$ cat config.mk
export PLATFORM = sky130hd
export DESIGN_NAME = url_percent_decoder
export DESIGN_NICKNAME = d
export VERILOG_FILES = /design/src/sv/upd_pkg.sv /design/src/sv/upd_decode.sv /design/src/sv/upd_outq.sv /design/src/sv/url_percent_decoder.sv
export SDC_FILE = /design/constraint.sdc
export NUM_CORES = 1
export LEC_CHECK = 0
export BUFFER_PORTS_ARGS = -buffer_cell sky130_fd_sc_hd__buf_2
export CORE_MARGIN = 3
export CORE_UTILIZATION = 50
export CTS_CLUSTER_SIZE = 25
export DETAILED_ROUTE_END_ITERATION = 8
export PLACE_DENSITY = 0.73
export SLEW_MARGIN = 10
export SYNTH_ARGS = -nofsm -noshare
export SYNTH_HDL_FRONTEND = slang
export SYNTH_HIERARCHICAL = 1
export SYNTH_SLANG_ARGS = --single-unit
export TNS_END_PERCENT = 100
$ cat constraint.sdc
create_clock -name clk -period 7.4 [get_ports clk]
set_input_delay 1.48 -clock clk [delete_from_list [all_inputs] [get_ports clk]]
set_output_delay 1.48 -clock clk [all_outputs]
set_load 0.01 [all_outputs]
$ cat src/sv/upd_pkg.sv
// Shared types, character constants and helper functions for the URL percent decoder.
package upd_pkg;

	localparam logic [7:0] CH_PLUS    = 8'h2B;
	localparam logic [7:0] CH_PERCENT = 8'h25;
	localparam logic [7:0] CH_SPACE   = 8'h20;
	localparam logic [3:0] HEX_ALPHA_ADJ = 4'd9;
	localparam logic [15:0] CAPACITY_RESET = 16'd65;

	typedef struct packed {
		logic [7:0] data;
		logic       has;
		logic       last;
	} word_t;

	typedef struct packed {
		word_t       w0;
		word_t       w1;
		logic [1:0]  n;
		logic [1:0]  held_cnt;
		logic [7:0]  held_b0;
		logic [7:0]  held_b1;
		logic [15:0] emitted;
	} dec_t;

	function automatic logic is_hex(input logic [7:0] c);
		logic r;
		r = ((c >= 8'h30) && (c <= 8'h39)) || ((c >= 8'h41) && (c <= 8'h46)) ||
			((c >= 8'h61) && (c <= 8'h66));
		return r;
	endfunction

	function automatic logic [3:0] hex_val(input logic [7:0] c);
		logic [3:0] r;
		if (c <= 8'h39) begin
			r = c[3:0];
		end else begin
			r = c[3:0] + HEX_ALPHA_ADJ;
		end
		return r;
	endfunction

	function automatic logic [7:0] map_plus(input logic [7:0] c);
		logic [7:0] r;
		r = (c == CH_PLUS) ? CH_SPACE : c;
		return r;
	endfunction

endpackage

$ cat src/sv/upd_decode.sv
// Combinational decode of one input byte against the held lookahead and the emit budget.
module upd_decode (
	input  logic [1:0]    held_cnt,
	input  logic [7:0]    held_b0,
	input  logic [7:0]    held_b1,
	input  logic [15:0]   emitted,
	input  logic [15:0]   capacity,
	input  logic [7:0]    in_byte,
	input  logic          in_has_byte,
	input  logic          in_last,
	output upd_pkg::dec_t dec
);

	logic [7:0]  cand0;
	logic [7:0]  cand1;
	logic        cv0;
	logic        cv1;
	logic [1:0]  nh;
	logic [7:0]  nb0;
	logic [7:0]  nb1;
	logic [16:0] e1;
	logic [16:0] e2;
	logic        ok0;
	logic        ok1;
	logic [1:0]  k;

	always_comb begin
		cand0 = 8'd0;
		cand1 = 8'd0;
		cv0   = 1'b0;
		cv1   = 1'b0;
		nh    = held_cnt;
		nb0   = held_b0;
		nb1   = held_b1;
		if (in_has_byte || in_last) begin
			case (held_cnt)
				2'd0: begin
					if (in_has_byte) begin
						if ((in_byte == upd_pkg::CH_PERCENT) && !in_last) begin
							nh  = 2'd1;
							nb0 = in_byte;
						end else begin
							cand0 = upd_pkg::map_plus(in_byte);
							cv0   = 1'b1;
						end
					end
				end
				2'd1: begin
					if (in_has_byte && !in_last) begin
						nh  = 2'd2;
						nb1 = in_byte;
					end else begin
						cand0 = upd_pkg::CH_PERCENT;
						cv0   = 1'b1;
						cand1 = upd_pkg::map_plus(in_byte);
						cv1   = in_has_byte;
					end
				end
				2'd2: begin
					if (!in_has_byte) begin
						cand0 = upd_pkg::CH_PERCENT;
						cv0   = 1'b1;
						cand1 = upd_pkg::map_plus(held_b1);
						cv1   = 1'b1;
					end else if (upd_pkg::is_hex(held_b1) && upd_pkg::is_hex(in_byte)) begin
						cand0 = {upd_pkg::hex_val(held_b1), upd_pkg::hex_val(in_byte)};
						cv0   = 1'b1;
						nh    = 2'd0;
					end else if (held_b1 == upd_pkg::CH_PERCENT) begin
						if (!in_last) begin
							nh  = 2'd2;
							nb0 = held_b1;
							nb1 = in_byte;
						end else begin
							cand0 = upd_pkg::CH_PERCENT;
							cv0   = 1'b1;
							cand1 = upd_pkg::map_plus(in_byte);
							cv1   = 1'b1;
						end
					end else begin
						cand0 = upd_pkg::map_plus(held_b1);
						cv0   = 1'b1;
						if ((in_byte == upd_pkg::CH_PERCENT) && !in_last) begin
							nh  = 2'd1;
							nb0 = in_byte;
						end else begin
							nh    = 2'd0;
							cand1 = upd_pkg::map_plus(in_byte);
							cv1   = 1'b1;
						end
					end
				end
				default: begin
					nh = 2'd0;
				end
			endcase
			if (in_last) begin
				nh = 2'd0;
			end
		end
	end

	always_comb begin
		e1  = {1'b0, emitted} + 17'd1;
		e2  = {1'b0, emitted} + 17'd2;
		ok0 = cv0 && (e1 < {1'b0, capacity});
		ok1 = ok0 && cv1 && (e2 < {1'b0, capacity});
		k   = {1'b0, ok0} + {1'b0, ok1};

		dec.w0.data = cand0;
		dec.w0.has  = 1'b1;
		dec.w0.last = in_last && !ok1;
		dec.w1.data = cand1;
		dec.w1.has  = 1'b1;
		dec.w1.last = in_last;
		dec.n       = k;
		if (in_last && !ok0) begin
			dec.w0.data = 8'd0;
			dec.w0.has  = 1'b0;
			dec.w0.last = 1'b1;
			dec.n       = 2'd1;
		end
		dec.held_cnt = nh;
		dec.held_b0  = nb0;
		dec.held_b1  = nb1;
		dec.emitted  = in_last ? 16'd0 : (emitted + {14'd0, k});
	end

endmodule

$ cat src/sv/upd_outq.sv
// Two-word result register that presents decoded words one per cycle while m_tready is high.
module upd_outq (
	input  logic           clk,
	input  logic           arst_n,
	input  logic           load,
	input  upd_pkg::word_t w0,
	input  upd_pkg::word_t w1,
	input  logic [1:0]     n,
	output logic           free,
	output logic           m_tvalid,
	input  logic           m_tready,
	output logic [7:0]     m_tdata,  // out_byte[7:0]
	output logic           m_tuser,  // out_has_byte
	output logic           m_tlast
);

	upd_pkg::word_t slot0_q;
	upd_pkg::word_t slot1_q;
	logic [1:0]     rem_q;
	logic           pop;

	assign pop      = m_tvalid && m_tready;
	assign free     = (rem_q == 2'd0) || ((rem_q == 2'd1) && m_tready);
	assign m_tvalid = (rem_q != 2'd0);
	assign m_tdata  = slot0_q.data;
	assign m_tuser  = slot0_q.has;
	assign m_tlast  = slot0_q.last;

	always_ff @(posedge clk or negedge arst_n) begin
		if (!arst_n) begin
			rem_q <= 2'd0;
		end else if (load) begin
			rem_q <= n;
		end else if (pop) begin
			rem_q <= rem_q - 2'd1;
		end
	end

	always_ff @(posedge clk) begin
		if (load) begin
			slot0_q <= w0;
			slot1_q <= w1;
		end else if (pop) begin
			slot0_q <= slot1_q;
		end
	end

endmodule

$ cat src/sv/url_percent_decoder.sv
// Top level of the form-urlencoded percent decoder.
// The decoder takes one encoded character per word and turns a plus into a space and a
// percent sign with two hex digits into one byte, holding at most two characters of
// lookahead. An input word is registered, decoded combinationally and written into a
// two-word result register that drives the output one word per cycle while m_tready is
// high. A word with no result or one result lets the input run at one word per cycle
// while m_tready is high; a word that resolves two bytes fills both result slots, and
// the input stalls until the first is taken. The capacity register (reset 65) limits
// each string to capacity minus one output bytes, and the rest of the string is consumed
// without output; the user must write it only while idle; the block does not enforce it.
module url_percent_decoder (
	input  logic        clk,
	input  logic        arst_n,
	input  logic        s_tvalid,
	output logic        s_tready,
	input  logic [7:0]  s_tdata,   // in_byte[7:0]
	input  logic        s_tuser,   // in_has_byte
	input  logic        s_tlast,
	output logic        m_tvalid,
	input  logic        m_tready,
	output logic [7:0]  m_tdata,   // out_byte[7:0]
	output logic        m_tuser,   // out_has_byte
	output logic        m_tlast,
	input  logic        cfg_valid,
	output logic        cfg_ready,
	input  logic [15:0] cfg_data
);

	logic          valid_s1;
	logic [7:0]    byte_s1;
	logic          has_s1;
	logic          last_s1;
	logic [1:0]    held_cnt_q;
	logic [7:0]    held_b0_q;
	logic [7:0]    held_b1_q;
	logic [15:0]   emitted_q;
	logic [15:0]   capacity_q;
	upd_pkg::dec_t dec;
	logic          out_free;
	logic          fire;
	logic          load;

	assign cfg_ready = 1'b1;
	assign fire      = valid_s1 && ((dec.n == 2'd0) || out_free);
	assign load      = fire && (dec.n != 2'd0);
	assign s_tready  = !valid_s1 || fire;

	upd_decode u_decode (
		.held_cnt    (held_cnt_q),
		.held_b0     (held_b0_q),
		.held_b1     (held_b1_q),
		.emitted     (emitted_q),
		.capacity    (capacity_q),
		.in_byte     (byte_s1),
		.in_has_byte (has_s1),
		.in_last     (last_s1),
		.dec         (dec)
	);

	upd_outq u_outq (
		.clk      (clk),
		.arst_n   (arst_n),
		.load     (load),
		.w0       (dec.w0),
		.w1       (dec.w1),
		.n        (dec.n),
		.free     (out_free),
		.m_tvalid (m_tvalid),
		.m_tready (m_tready),
		.m_tdata  (m_tdata),
		.m_tuser  (m_tuser),
		.m_tlast  (m_tlast)
	);

	always_ff @(posedge clk or negedge arst_n) begin
		if (!arst_n) begin
			valid_s1 <= 1'b0;
		end else if (s_tvalid && s_tready) begin
			valid_s1 <= 1'b1;
		end else if (fire) begin
			valid_s1 <= 1'b0;
		end
	end

	always_ff @(posedge clk) begin
		if (s_tvalid && s_tready) begin
			byte_s1 <= s_tdata;
			has_s1  <= s_tuser;
			last_s1 <= s_tlast;
		end
	end

	always_ff @(posedge clk or negedge arst_n) begin
		if (!arst_n) begin
			held_cnt_q <= 2'd0;
			held_b0_q  <= 8'd0;
			held_b1_q  <= 8'd0;
			emitted_q  <= 16'd0;
		end else if (fire) begin
			held_cnt_q <= dec.held_cnt;
			held_b0_q  <= dec.held_b0;
			held_b1_q  <= dec.held_b1;
			emitted_q  <= dec.emitted;
		end
	end

	always_ff @(posedge clk or negedge arst_n) begin
		if (!arst_n) begin
			capacity_q <= upd_pkg::CAPACITY_RESET;
		end else if (cfg_valid && cfg_ready) begin
			capacity_q <= cfg_data;
		end
	end

endmodule

==> summary.txt <==
Outcome
  • Status: finished, final reports clean

Drt
  • DR DRC count: 0
  • ANT nets after route: 0
  • DRT Pass-1 Iters: 5
  • Wire per inst: 17.7 um
  • Via density: between 5 and 6
  • DR vias: ~4500
  • Initial DRC Count: 304
  • Final WL: 13.4 mm

Timing
  • Peak Freq: 155 MHz
  • Slew Limit Headroom: approximately 28%
  • Final setup viols: 0
  • Final Hold Fails: 0
  • Slew Limit Fails: 0
  • RSZ-0062 raised after global routing: false
  • Final setup TNS: 0 ps
  • Worst clock skew: approximately 9.3 ps
  • Tmin final: approximately 6500 ps
  • Fin crit share: ~87%
  • Measured slew at the worst slew-check pin: around 1100 ps

Logic synthesis
  • Syn Nets: about 680
  • Synth Instances: 600
  • Area of the mapped netlist: ~6000 um2
  • Yosys warnings: 6
  • Synthesized area per cell: 9.72 um2

GRT
  • Grt total ovfl: 0
  • Initial antenna violation count: 0
  • First-pass GRT wire length: approximately 23 mm
  • Vias in the first global route: 4453
  • Overall Global Routing Usage: between 20% and 30%
  • Largest net degree at the start of global routing: 46

Floorplan
  • Chip width: ~110 um
  • Core ar.: between 10000 and 15000 um2
  • DIE AREA: about 13000 um2
  • Die height: 114 um
  • I/O pin count: 44
  • Initial Util: between 50% and 60%
  • FP Rows: 38

Worst setup path
  • Crit-path max FO: 9
  • WP data arrival: 4980 ps
  • CP required: about 6000 ps
  • CP Class: reg2out
  • CP Launch Type: flip-flop
  • Setup crit end kind: output pin

Final layout
  • Fill count: between 900 and 1000
  • Commonest non-fill, non-tap cell in the layout: nand2_1
  • Layout Nets: 691
  • Layout area overhead: 8.30%
  • Number of diodes: 0
  • Commonest non-fill, non-tap cells in the layout: nand2_1 (53), mux2_2 (51), ha_1 (49)
  • Fraction of layout cells with a size suffix above 1: a little over a fifth

Clock tree
  • Hold Buf Count CTS: 0
  • CTS tree: done
  • Post-CTS Setup Bufs: 0
  • Clk root buf: clkbuf_16
  • CTS Sinks: 75
  • Cts repair resizes: 0
  • H-tree Lvls: 3
  • Num CTS Buffers: 9
  • Max Buffers Root-to-Sink: 2
  • Clock insertion delay at the later pin of the skew report: ~340 ps
  • CTS clk-pin slew, worst paths: 60 ps

Place
  • Detailed Place HPWL: slightly below 10 mm
  • Global placer's final weighted congestion: around 0.95
  • Port Buffers: 42

Power
  • IR drop worst, VDD: ~0.21 mV
  • Static Leak: 2.70 nW
  • PnR Total Power: 1.40 mW
  • Pwr Density: between 200 and 250 nW/um2

Hold path
  • HP Class: reg2reg

Run
  • # Max-Cap Violations: 0
## layout make-up
| class | instances | area, um2 | share of cell area (%) |
|---|---|---|---|
| clock buffer | 13 | 282 | 4.46 |
| clock inverter | 3 | 42.5 | 0.673 |
| inverter | 35 | 131 | 2.08 |
| multi-input combinational | 446 | 3440 | 54.4 |
| sequential | 75 | 2030 | 32.1 |
| tap | 140 | 175 | 2.77 |
| timing repair buffer | 43 | 218 | 3.45 |
## registers in the layout, indices dropped and copies added (netlist names)
register and cells:
emitted_q 16, u_outq/m_tlast 1, capacity_q 16, has_s1 1
held_b1_q 8, u_outq/rem_q 2, valid_s1 1, held_cnt_q 2
u_outq/slot1_q 10, last_s1 1, u_outq/m_tdata 8, u_outq/m_tuser 1
byte_s1 8
## layer usage
metal	vias to the layer above	part of all wire (%)	track usage, %
met5	-	0	0
met4	0	1.4	7.36
met3	16	6.0	2.71
met2	144	46	32.5
met1	2213	47	32.1
li1	2151	-	-
## worst max-delay path, cell delays in order, from the launching register on
cell	delay, ps
dfrtp_1	510
ha_1	270
and3_1	220
and3_1	320
and2_1	220
nand4_1	140
xnor2_1	170
ha_1	300
nand3_1	110
nor3_1	90
a221oi_1	270
o211a_2	270
nand3_2	150
nor4_1	340
ha_1	220
inv_1	80
a21oi_1	270
o21ai_0	250
nor2_1	240
inv_1	60
buf_2	140
## through the flow
stage               area [um2]  hold WS (ps)  std cells  worst slack [ps]  utilization (%)
finish                    6320           505        755               943             56.8
global route              6320           524        755               518             56.8
CTS                       6310           510        755              1070             56.7
detailed placement        5990           496        739              1440             53.8
global placement          5990           493        739              1730             53.8
floorplan                 5830           474        600              2120                -
## power by group
| group | internal (mW) | switching, mW |
|---|---|---|
| Clock | 0.299 | 0.166 |
| Sequential | 0.516 | 0.0508 |
| Combinational | 0.154 | 0.213 |
## final timing paths
check / end / depth (start not counted) / slack, ps / startpoint
worst max-delay path: s_tready / 20 / 940 / emitted_q[2]$_DFFE_PN0P_
worst min-delay path: capacity_q[1]$_DFFE_PN0P_ / 1 / 510 / capacity_q[1]$_DFFE_PN0P_
worst max register to register: emitted_q[10]$_DFFE_PN0P_ / 23 / 1670 / emitted_q[2]$_DFFE_PN0P_
worst min register to register: capacity_q[1]$_DFFE_PN0P_ / 1 / 510 / capacity_q[1]$_DFFE_PN0P_
max in group asynchronous: u_outq/rem_q[1]$_DFFE_PN0P_ / 1 / 5400 / arst_n
min in group asynchronous: capacity_q[2]$_DFFE_PN0P_ / 1 / 1340 / arst_n
No activity file was read; power rests on OpenSTA's default activity.
